[src/hdl/rat_pkg.sv]
// rat_pkg: shared widths, register indexes and stage types for the rssi
// anomaly tracker. No dependencies; every other file in hdl imports it.
package rat_pkg;

	// field widths
	localparam int SAMPLE_W  = 8;
	localparam int FRAC_W    = 16;
	localparam int AVG_W     = 24;
	localparam int DEV_W     = 23;
	localparam int MIN_DEV_W = 7;
	localparam int BAND_W    = 5;
	localparam int CFG_W     = 7;
	localparam int CFG_IDX_W = 1;

	// working width of the constant dividers, covers |sample - average|
	localparam int DIV_W = 25;

	// limits of the stored values
	localparam logic signed [AVG_W-1:0] AVG_MAX = 24'sh7FFFFF;
	localparam logic signed [AVG_W-1:0] AVG_MIN = 24'sh800000;
	localparam logic [DEV_W-1:0]        DEV_MAX = 23'h7FFFFF;

	// register reset values
	localparam logic [MIN_DEV_W-1:0] MIN_DEV_RST = 7'd5;
	localparam logic [BAND_W-1:0]    BAND_RST    = 5'd6;

	// configuration register indexes
	typedef enum logic [CFG_IDX_W-1:0] {
		CFG_MIN_DEVIATION = 1'b0,
		CFG_BAND_FACTOR   = 1'b1
	} rat_cfg_idx_t;

	// live configuration seen by the deviation stage
	typedef struct packed {
		logic [MIN_DEV_W-1:0] min_deviation;
		logic [BAND_W-1:0]    band_factor_quarters;
	} rat_cfg_t;

	// sample after the input register
	typedef struct packed {
		logic signed [AVG_W-1:0] sq;
		logic signed [AVG_W-1:0] sq_div;
	} rat_s1_t;

	// request after the average stage
	typedef struct packed {
		logic signed [AVG_W-1:0] sq;
		logic signed [AVG_W-1:0] avg_old;
		logic signed [AVG_W-1:0] avg_new;
	} rat_s2_t;

endpackage

[src/hdl/rssi_anomaly_tracker_top.sv]
// rssi_anomaly_tracker_top: input register, average and deviation stages,
// handshake control and configuration registers. Depends on rat_pkg,
// rat_div_const, rat_avg_stage and rat_dev_stage.
//
// Takes one signed dBm sample per request and returns one result per sample:
// whether the sample lay outside average +/- band (checked against the values
// stored before it), then the updated Q.16 average and deviation. The block
// accepts a sample every cycle unless in_stall holds it off, and passes each
// sample through an input register that also holds sample/N, an average stage
// whose running-average update closes within the stage, and a deviation stage
// that does the band check and closes the running-deviation update within the
// stage. Each of those two recurrences costs one constant-reciprocal multiply
// per cycle, which sets the clock. A stalled result does not block earlier
// stages from filling.
module rssi_anomaly_tracker_top import rat_pkg::*; #(
	parameter int SMOOTHING_SAMPLES = 100
) (
	input  logic                       clk,
	input  logic                       arst_n,
	input  logic                       in_valid,
	output logic                       in_stall,
	input  logic signed [SAMPLE_W-1:0] rssi_sample,
	output logic                       out_valid,
	input  logic                       out_stall,
	output logic                       outside_band,
	output logic signed [AVG_W-1:0]    average_level,
	output logic [DEV_W-1:0]           deviation_level,
	input  logic                       cfg_we,
	input  logic [CFG_IDX_W-1:0]       cfg_index,
	input  logic [CFG_W-1:0]           cfg_data
);

	logic                    v1_q;
	logic                    v2_q;
	logic                    v3_q;
	logic                    adv1;
	logic                    adv2;
	logic                    adv3;
	logic                    move1;
	logic                    move2;
	logic                    in_fire;
	logic                    out_fire;
	rat_cfg_t                cfg_q;
	logic signed [DIV_W-1:0] sq_ext;
	logic [DIV_W-1:0]        sq_mag;
	logic [DIV_W-1:0]        sq_quo;
	rat_s1_t                 s1_s1;
	rat_s2_t                 s2;

	// pipeline advance: a stage takes a request when empty or when it drains
	always_comb begin
		adv3     = !v3_q || !out_stall;
		move2    = v2_q && adv3;
		adv2     = !v2_q || adv3;
		move1    = v1_q && adv2;
		adv1     = !v1_q || adv2;
		in_stall = !adv1;
		in_fire  = in_valid && adv1;
		out_fire = v3_q && !out_stall;
	end

	// stage valid bits
	always_ff @(posedge clk or negedge arst_n) begin
		if (!arst_n) begin
			v1_q <= 1'b0;
			v2_q <= 1'b0;
			v3_q <= 1'b0;
		end else begin
			v1_q <= in_fire || (v1_q && !move1);
			v2_q <= move1 || (v2_q && !move2);
			v3_q <= move2 || (v3_q && !out_fire);
		end
	end

	// configuration registers
	always_ff @(posedge clk or negedge arst_n) begin
		if (!arst_n) begin
			cfg_q.min_deviation        <= MIN_DEV_RST;
			cfg_q.band_factor_quarters <= BAND_RST;
		end else if (cfg_we) begin
			unique case (cfg_index)
				CFG_MIN_DEVIATION: cfg_q.min_deviation        <= cfg_data[MIN_DEV_W-1:0];
				CFG_BAND_FACTOR:   cfg_q.band_factor_quarters <= cfg_data[BAND_W-1:0];
				default: ;
			endcase
		end
	end

	// sample scaled to Q.16 and its magnitude for sample/N
	always_comb begin
		sq_ext = DIV_W'(signed'({rssi_sample, {FRAC_W{1'b0}}}));
		sq_mag = sq_ext[DIV_W-1] ? unsigned'(-sq_ext) : unsigned'(sq_ext);
	end

	rat_div_const #(
		.DIVISOR (SMOOTHING_SAMPLES),
		.IN_W    (DIV_W)
	) u_sq_div (
		.dividend (sq_mag),
		.quotient (sq_quo)
	);

	// input register
	always_ff @(posedge clk) begin
		if (in_fire) begin
			s1_s1.sq     <= AVG_W'(sq_ext);
			s1_s1.sq_div <= sq_ext[DIV_W-1] ? AVG_W'(-signed'(sq_quo))
			                                : AVG_W'(signed'(sq_quo));
		end
	end

	rat_avg_stage #(
		.SMOOTHING_SAMPLES (SMOOTHING_SAMPLES)
	) u_avg_stage (
		.clk    (clk),
		.arst_n (arst_n),
		.load   (move1),
		.s1     (s1_s1),
		.s2     (s2)
	);

	rat_dev_stage #(
		.SMOOTHING_SAMPLES (SMOOTHING_SAMPLES)
	) u_dev_stage (
		.clk        (clk),
		.arst_n     (arst_n),
		.load       (move2),
		.s2         (s2),
		.cfg        (cfg_q),
		.outside_s3 (outside_band),
		.avg_s3     (average_level),
		.dev_s3     (deviation_level)
	);

	assign out_valid = v3_q;

	// input is held off only when every stage is full and the output stalls
	assert property (@(posedge clk) disable iff (!arst_n)
		in_stall |-> (v1_q && v2_q && v3_q && out_stall))
		else $error("input stalled while the pipeline had room");

	// a request leaving the average stage shows up as a result next cycle
	assert property (@(posedge clk) disable iff (!arst_n)
		move2 |=> out_valid)
		else $error("result missing after deviation stage load");

	// a taken result with nothing behind it leaves the output empty
	assert property (@(posedge clk) disable iff (!arst_n)
		(out_valid && !out_stall && !v2_q) |=> !out_valid)
		else $error("result repeated after it was taken");

endmodule

[src/hdl/rat_div_const.sv]
// rat_div_const: unsigned division by an elaboration-time constant through
// an exact reciprocal multiply. Uses rat_pkg only for the import convention.
module rat_div_const import rat_pkg::*; #(
	parameter int DIVISOR = 100,
	parameter int IN_W    = 25
) (
	input  logic [IN_W-1:0] dividend,
	output logic [IN_W-1:0] quotient
);

	// multiplier ceil(2^SHIFT / DIVISOR) is exact for every dividend below 2^IN_W
	localparam int SHIFT  = IN_W + $clog2(DIVISOR);
	localparam int MULT_W = IN_W + 2;
	localparam int PROD_W = SHIFT + IN_W + 2;
	localparam logic [63:0] MULT_FULL =
		((64'd1 << SHIFT) + 64'(DIVISOR) - 64'd1) / 64'(DIVISOR);
	localparam logic [MULT_W-1:0] MULT = MULT_FULL[MULT_W-1:0];

	logic [PROD_W-1:0] prod;

	// reciprocal multiply and shift
	always_comb begin
		prod     = PROD_W'(dividend) * PROD_W'(MULT);
		quotient = prod[SHIFT +: IN_W];
	end

endmodule

[src/hdl/rat_avg_stage.sv]
// rat_avg_stage: running average register and its update, plus the
// stage-two pipeline register. Depends on rat_pkg and rat_div_const.
module rat_avg_stage import rat_pkg::*; #(
	parameter int SMOOTHING_SAMPLES = 100
) (
	input  logic    clk,
	input  logic    arst_n,
	input  logic    load,
	input  rat_s1_t s1,
	output rat_s2_t s2
);

	localparam int SUM_W = DIV_W + 2;

	logic signed [AVG_W-1:0] avg_q;
	logic signed [AVG_W-1:0] seed;
	logic signed [DIV_W-1:0] seed_ext;
	logic [DIV_W-1:0]        seed_mag;
	logic [DIV_W-1:0]        seed_quo;
	logic signed [DIV_W-1:0] seed_div;
	logic signed [SUM_W-1:0] sum;
	logic signed [AVG_W-1:0] avg_new;
	rat_s2_t                 s2_s2;

	// magnitude of the seeded average for the divider
	always_comb begin
		seed     = (avg_q == '0) ? s1.sq : avg_q;
		seed_ext = DIV_W'(seed);
		seed_mag = seed_ext[DIV_W-1] ? unsigned'(-seed_ext) : unsigned'(seed_ext);
	end

	rat_div_const #(
		.DIVISOR (SMOOTHING_SAMPLES),
		.IN_W    (DIV_W)
	) u_avg_div (
		.dividend (seed_mag),
		.quotient (seed_quo)
	);

	// avg - avg/N + sample/N, truncating toward zero, then clamp
	always_comb begin
		seed_div = seed_ext[DIV_W-1] ? -signed'(seed_quo) : signed'(seed_quo);
		sum      = SUM_W'(seed_ext) - SUM_W'(seed_div) + SUM_W'(s1.sq_div);
		if (sum > SUM_W'(AVG_MAX)) begin
			avg_new = AVG_MAX;
		end else if (sum < SUM_W'(AVG_MIN)) begin
			avg_new = AVG_MIN;
		end else begin
			avg_new = AVG_W'(sum);
		end
	end

	// running average, zero means unset
	always_ff @(posedge clk or negedge arst_n) begin
		if (!arst_n) begin
			avg_q <= '0;
		end else if (load) begin
			avg_q <= avg_new;
		end
	end

	// stage-two payload
	always_ff @(posedge clk) begin
		if (load) begin
			s2_s2.sq      <= s1.sq;
			s2_s2.avg_old <= avg_q;
			s2_s2.avg_new <= avg_new;
		end
	end

	assign s2 = s2_s2;

endmodule

[src/hdl/rat_dev_stage.sv]
// rat_dev_stage: band check against the stored values, running deviation
// register and its update, and the result register. Depends on rat_pkg and
// rat_div_const.
module rat_dev_stage import rat_pkg::*; #(
	parameter int SMOOTHING_SAMPLES = 100
) (
	input  logic                    clk,
	input  logic                    arst_n,
	input  logic                    load,
	input  rat_s2_t                 s2,
	input  rat_cfg_t                cfg,
	output logic                    outside_s3,
	output logic signed [AVG_W-1:0] avg_s3,
	output logic [DEV_W-1:0]        dev_s3
);

	localparam int PROD_W = DEV_W + BAND_W;
	localparam int CMP_W  = PROD_W + 1;

	logic [DEV_W-1:0]        dev_q;
	logic [PROD_W-1:0]       band_prod;
	logic signed [CMP_W-1:0] band_w;
	logic signed [CMP_W-1:0] avg_w;
	logic signed [CMP_W-1:0] sq_w;
	logic signed [CMP_W-1:0] upper;
	logic signed [CMP_W-1:0] lower;
	logic                    outside;
	logic signed [DIV_W-1:0] diff_s;
	logic [DIV_W-1:0]        diff_mag;
	logic [DIV_W-1:0]        diff_quo;
	logic [DEV_W-1:0]        floor_q;
	logic [DEV_W-1:0]        dev_seed;
	logic [DIV_W-1:0]        dev_seed_ext;
	logic [DIV_W-1:0]        dev_quo;
	logic [DIV_W:0]          dev_sum;
	logic [DEV_W-1:0]        dev_new;

	// band check with the values stored before this sample
	always_comb begin
		band_prod = PROD_W'(dev_q) * PROD_W'(cfg.band_factor_quarters);
		band_w    = signed'(CMP_W'(band_prod >> 2));
		avg_w     = CMP_W'(s2.avg_old);
		sq_w      = CMP_W'(s2.sq);
		upper     = avg_w + band_w;
		lower     = avg_w - band_w;
		outside   = (sq_w > upper) || (sq_w < lower);
	end

	// distance from the new average and the seeded deviation
	always_comb begin
		diff_s       = DIV_W'(s2.sq) - DIV_W'(s2.avg_new);
		diff_mag     = diff_s[DIV_W-1] ? unsigned'(-diff_s) : unsigned'(diff_s);
		floor_q      = {cfg.min_deviation, {FRAC_W{1'b0}}};
		dev_seed     = (dev_q == '0) ? floor_q : dev_q;
		dev_seed_ext = DIV_W'(dev_seed);
	end

	rat_div_const #(
		.DIVISOR (SMOOTHING_SAMPLES),
		.IN_W    (DIV_W)
	) u_diff_div (
		.dividend (diff_mag),
		.quotient (diff_quo)
	);

	rat_div_const #(
		.DIVISOR (SMOOTHING_SAMPLES),
		.IN_W    (DIV_W)
	) u_dev_div (
		.dividend (dev_seed_ext),
		.quotient (dev_quo)
	);

	// move toward the distance only when it clears the floor, then saturate
	always_comb begin
		dev_sum = (DIV_W+1)'(dev_seed_ext) - (DIV_W+1)'(dev_quo) + (DIV_W+1)'(diff_quo);
		if (diff_mag > DIV_W'(floor_q)) begin
			if (dev_sum > (DIV_W+1)'(DEV_MAX)) begin
				dev_new = DEV_MAX;
			end else begin
				dev_new = dev_sum[DEV_W-1:0];
			end
		end else begin
			dev_new = dev_seed;
		end
	end

	// running deviation, zero means unset
	always_ff @(posedge clk or negedge arst_n) begin
		if (!arst_n) begin
			dev_q <= '0;
		end else if (load) begin
			dev_q <= dev_new;
		end
	end

	// result register
	always_ff @(posedge clk) begin
		if (load) begin
			outside_s3 <= outside;
			avg_s3     <= s2.avg_new;
			dev_s3     <= dev_new;
		end
	end

endmodule
[config.mk]
export PLATFORM = sky130hd
export DESIGN_NAME = rssi_anomaly_tracker_top
export DESIGN_NICKNAME = d
export VERILOG_FILES = /design/src/hdl/rat_pkg.sv /design/src/hdl/rssi_anomaly_tracker_top.sv /design/src/hdl/rat_div_const.sv /design/src/hdl/rat_avg_stage.sv /design/src/hdl/rat_dev_stage.sv
export SDC_FILE = /design/constraint.sdc
export NUM_CORES = 2
export LEC_CHECK = 0
export ABC_AREA = 0
export BUFFER_PORTS_ARGS = -buffer_cell sky130_fd_sc_hd__buf_2
export CAP_MARGIN = 20
export CORE_UTILIZATION = 60
export CTS_BUF_LIST = sky130_fd_sc_hd__clkbuf_8
export CTS_CLUSTER_SIZE = 40
export DETAILED_ROUTE_END_ITERATION = 10
export GPL_TIMING_DRIVEN = 0
export PLACE_DENSITY = 0.74
export SYNTH_ARGS = -nofsm -noshare
export SYNTH_HDL_FRONTEND = slang
export SYNTH_HIERARCHICAL = 1
export SYNTH_SLANG_ARGS = --single-unit
[constraint.sdc]
create_clock -name clk -period 15.2 [get_ports clk]
set_input_delay 0.76 -clock clk [delete_from_list [all_inputs] [get_ports clk]]
set_output_delay 0.76 -clock clk [all_outputs]
set_load 0.05 [all_outputs]
# After elaboration in Yosys (flattened, before gate mapping)
# Cells that the tools add are included.
dict set report op_classes {
  add_sub_neg 12
  mul 5
  magnitude_cmp 6
  mux 11
  bitwise_logic 1
  n_reduce_logical 26
}
# cell n
set ops {}
lappend ops {{$mul 25x26->51 const B} 3}
lappend ops {{$mux 25} 4}
lappend ops {{$mux 24} 3}
lappend ops {{$mux 23} 3}
lappend ops {{$neg 24->25} 2}
lappend ops {{$mul 23x26->49 const B} 1}
lappend ops {{$add 24x27->28} 1}
lappend ops {{$gt 24x28->1} 1}
lappend ops {{$lt 24x28->1} 1}
lappend ops {{$mul 23x5->28} 1}
lappend ops {{$sub 24x27->28} 1}
lappend ops {{$add 26x24->27} 1}
lappend ops {{$gt 27x24->1 const B} 1}
lappend ops {{$lt 27x24->1 const B} 1}
lappend ops {{$add 26x19->26} 1}
lappend ops {{$gt 26x23->1 const B} 1}
lappend ops {{$sub 24x25->26} 1}
lappend ops {{$gt 25x23->1} 1}
lappend ops {{$neg 19->25} 1}
lappend ops {{$neg 25->25} 1}
lappend ops {{$sub 24x24->25} 1}
lappend ops {{$logic_not 24->1} 1}
lappend ops {{$neg 19->24} 1}
lappend ops {{$sub 23x19->24} 1}
lappend ops {{other kinds (7)} 27}
dict set report word_totals {
  ff_bits 198
  word_cells 77
}

# Logic depth before layout (Yosys ltp)
dict set report logic_depth {
  depth_word 12
  ltp_mapped 57
}

# Modules after synthesis
# The synthesis kept the hierarchy.
# module instances cells_each area_each_um2 seq_area_each_um2
set by_module_without_submodules {}
lappend by_module_without_submodules {rat_dev_stage 1 1827 14700.3 2016.9}
lappend by_module_without_submodules {{rat_div_const at u_sq_div} 1 1102 10616.4 0.0}
lappend by_module_without_submodules {{rat_div_const at u_avg_stage.u_avg_div} 1 1079 10451.3 0.0}
lappend by_module_without_submodules {{rat_div_const at u_dev_stage.u_diff_div} 1 1083 10418.7 0.0}
lappend by_module_without_submodules {{rat_div_const at u_dev_stage.u_dev_div} 1 1025 10181.0 0.0}
lappend by_module_without_submodules {rat_avg_stage 1 607 6585.1 2762.6}
lappend by_module_without_submodules {rssi_anomaly_tracker_top 1 165 2187.1 1341.3}

# Worst setup path before layout
# No wires, ideal clock.
dict set report synth_path {
  path_type {reg2reg}
  from {register, netlist name u_avg_stage/s2[56]}
  to {register u_dev_stage.dev_s3[10], data pin}
  arrival_time_ns 12.430
  required_time_ns 14.941
  path_slack_ns 2.511
  path_stages_with_launch 46
  path_buffers 3
  synth_period_minus_slack_ns 12.689
  path_cell_list {edfxtp_1 ha_1 clkbuf_1 a21oi_1 o21ai_0 or4_1 a21bo_2 a21o_1 a2111oi_4 nand2_1 nor3_1 nor4b_1 fa_1 fa_1 fa_1 inv_1 fa_1 fa_1 [10 not listed] inv_1 fa_1 inv_1 ha_1 a21o_1 a21oi_1 nor3b_1 a21oi_1 o21ai_0 o311ai_0 o211ai_1 mux2_2 nor3_1 clkbuf_1 clkbuf_1 nand2_1 nor2_1 a21oi_1}
}
# item line
set synth_rtl {}
lappend synth_rtl {{end signal, assigned} rat_dev_stage.sv:102} ;# dev_s3 <= dev_new;
lappend synth_rtl {{end, declared} rat_dev_stage.sv:14} ;# output logic [DEV_W-1:0] dev_s3

# Final worst setup path
dict set report layout_path {
  from {register u_avg_stage.avg_q[2]}
  to {register u_avg_stage.s2_s2, in the netlist u_avg_stage/s2[7], data pin}
}
dict set report layout_via {
  elab_chain_len 12
  word_cells_on_any_way 13
  classes_between {4 x add/sub; 1 x mul; 2 x order compare; 5 x mux; 1 x reduce/logical}
}
# item line
set layout_rtl {}
lappend layout_rtl {{start, declared} rat_avg_stage.sv:15} ;# logic signed [AVG_W-1:0] avg_q;
lappend layout_rtl {{start signal, assigned} rat_avg_stage.sv:58} ;# avg_q <= avg_new;
lappend layout_rtl {{$logic_not 24->1} rat_avg_stage.sv:27} ;# seed = (avg_q == '0) ? s1.sq : avg_q;
lappend layout_rtl {{$mux 24 *} rat_avg_stage.sv:27}
lappend layout_rtl {{$neg 24->25} rat_avg_stage.sv:29} ;# seed_mag = seed_ext[DIV_W-1] ? unsigned'(-seed_ext) : unsigned'(seed_ext);
lappend layout_rtl {{$mux 25 *} rat_avg_stage.sv:29}
lappend layout_rtl {{named net u_avg_stage.seed_mag[22]} rat_avg_stage.sv:18} ;# logic [DIV_W-1:0] seed_mag;
lappend layout_rtl {{$mul 25x26->51 *} rat_div_const.sv:23} ;# prod = PROD_W'(dividend) * PROD_W'(MULT);
lappend layout_rtl {{named net u_avg_stage.seed_quo[14]} rat_avg_stage.sv:19} ;# logic [DIV_W-1:0] seed_quo;
lappend layout_rtl {{$neg 19->25} rat_avg_stage.sv:42} ;# seed_div = seed_ext[DIV_W-1] ? -signed'(seed_quo) : signed'(seed_quo);
lappend layout_rtl {{$mux 25 *} rat_avg_stage.sv:42}
lappend layout_rtl {{$sub 24x25->26 *} rat_avg_stage.sv:43} ;# sum = SUM_W'(seed_ext) - SUM_W'(seed_div) + SUM_W'(s1.sq_div);
lappend layout_rtl {{$add 26x24->27 *} rat_avg_stage.sv:43}
lappend layout_rtl {{$lt 27x24->1} rat_avg_stage.sv:46} ;# end else if (sum < SUM_W'(AVG_MIN)) begin
lappend layout_rtl {{$mux 24} rat_avg_stage.sv:46}
lappend layout_rtl {{$mux 24 *} rat_avg_stage.sv:44} ;# if (sum > SUM_W'(AVG_MAX)) begin
lappend layout_rtl {{named net u_avg_stage.avg_new[7]} rat_avg_stage.sv:22} ;# logic signed [AVG_W-1:0] avg_new;
lappend layout_rtl {{end, declared} rat_avg_stage.sv:23} ;# rat_s2_t s2_s2;
# The timed path passes the listed nets; every way through them passes the cells marked *.
# A chain may end at the register's enable or synchronous reset.

==> impl_results.md <==
- Final Cell Area: about 70,000 um^2
- Setup_tns: 0 ps
- Layout cell share with drive strength beyond 1: 0.0577
- F_max: 0.0685 GHz
- Vias in the first global route: 51,300
- Num CTS Buffers: 40
- Status: finished, final reports clean
- WL final: 169,000 um
- Largest net degree at the start of global routing: 74
- DIE AREA: 110,000 um^2
- Core Footprint: 107,000 um^2
- Post-Layout Cell Count: approximately 8,700
- Min Clock Period, post-route: 14,590 ps
- Worst hold path class: in2async
- Vias: slightly below 50,000
- Mapped Avg Cell Area: 9.46 um^2
- GRT Util Overall: 0.314
- Post-route ant nets: 0
- RSZ-0062 raised after global routing: yes
- Max H-tree Level: 2
- Required @ worst endpoint: 15,620 ps
- DRC: 0
- CTS Sinks: 214
- Period utilization: 0.960
- Site Rows: 120
- FF+latch area: 6120 um^2
- Syn-to-layout area delta: 7.12%
- Die Y-Extent: about 330 um
- Final net count: 9,542
- Cell total after placement: 8,615
- Final Wtd Congestion: between 0.9 and 1
- Worst-Skew Late Latency: 620 ps
- Final-report max-slew violation count: 0
- Clk_skew: 44.6 ps
- CP Launch Type: flop
- Synth warn: 6
- Worst path max stage delay: 910 ps
- Crit path arrival time: about 15,000 ps
- Worst slew margin: 0.204
- Cells after Synth: ~6,900
- Starting Density: 0.607
- Worst-path maximum fanout: 10
- DR iter-0 viols: 3,267
- Fillcell total: ~9,000
- First-pass GRT wire length: 271,000 um
- CP dominant cell by count: fa_1
- Chip Width: 331 um
- Multi-input gate area: about 53,000 um^2
- Most common cell after layout, fill and taps aside: inv_1
- Initial antenna violation count: 2
- Total of max-cap violations: 0
- Io pins: 71
- CTS max path bufs: 3
- Fin. Hold Viols: 0
- Area after DPL: 68,600 um^2
- Cells on worst reg2reg path: between 40 and 50
- Gr ovfl total: 0
- Slowest cell on crit path: xnor2_1
- Setup violations, final: 0
- Setup CP Type: reg2reg
- CTS tree: yes
- Hpwl dp: roughly 150,000 um
- 1st-pass router iterations: 7
- Via density: 5.57
- Root Driver: clkbuf_8
- Crit end category: flop
- Actual transition at the worst max-transition pin: 1190 ps
- Most frequent cells in the layout: inv_1, ha_1, fa_1
- Synthesized cell area: 65,100 um^2
- Wire per inst: 19.5 um
- Clock-pin slew on the worst setup and hold paths: 70 ps
- I/O Buffers: 70
[routing by layer]
| metal | routed length [um] | vias to the layer above | track usage |
|---|---|---|---|
| li1 | - | 22800 | - |
| met1 | 69700 | 23800 | 0.393 |
| met2 | 82100 | 1433 | 0.544 |
| met3 | 8150 | 397 | 0.0334 |
| met4 | 9290 | 0 | 0.151 |
| met5 | 0 | - | 0 |
[worst paths after layout]
| kind | from | endpoint | slack, ps |
|---|---|---|---|
| worst max-delay path | u_avg_stage/avg_q[2] | u_avg_stage/s2[7] | 610 |
| worst min-delay path | arst_n | u_avg_stage/avg_q[2] | 280 |
| worst max register to register | u_avg_stage/avg_q[2] | u_avg_stage/s2[7] | 610 |
| worst min register to register | u_avg_stage/s2[19] | u_dev_stage/avg_s3[19] | 470 |
| max in group asynchronous | arst_n | u_avg_stage/avg_q[17] | 14350 |
| min in group clk | in_valid | v1_q | 330 |
[final cells by class]
class | count | share of cell area
antenna | 2 | 0.0000717
buffer | 118 | 0.00877
clock buffer | 42 | 0.00828
clock inverter | 32 | 0.00430
inverter | 1818 | 0.0978
multi-input combinational | 4959 | 0.756
sequential | 214 | 0.0877
tap | 1403 | 0.0252
timing repair buffer | 113 | 0.0117
[critical path: cells and delay by family (launching register included)]
kind,cells,cell delay (ps)
fa+ha+maj,10,4740
compound gates,15,3990
simple gates,12,3230
xor+xnor,4,1520
flops,1,510
buf+inv,3,350
[through the flow]
stage / setup WS (ps) / hold WS [ps] / utilization
6_report: 606 / 277 / 0.650
5_1_grt: -40.0 / 316 / 0.650
4_1_cts: 71.9 / 260 / 0.648
3_5_place_dp: -138 / 449 / 0.639
3_3_place_gp: -356 / 442 / 0.634
2_1_floorplan: 2510 / 426 / -
[sequential cells by signal, summed over array words and instances, names as in the netlist]
signal                  flops
out_valid                   1
v1_q                        1
u_dev_stage/dev_q          23
u_avg_stage/s2             72
cfg_q                      12
u_dev_stage/avg_s3         24
v2_q                        1
u_avg_stage/avg_q          24
u_dev_stage/dev_s3         23
u_dev_stage/outside_s3      1
s1_s1                      32
[timing repair]
item / in CTS / in global routing
hold buffers: 0 / 0
gates resized for setup: 3 / 19
gates cloned: 0 / 0
setup endpoints to repair: 21 / 45
pin swaps: 0 / 1
buffers inserted: 0 / 9
Power is not shown: default switching activity piles up to over one toggle a cycle in this logic, so the estimate is an artifact.
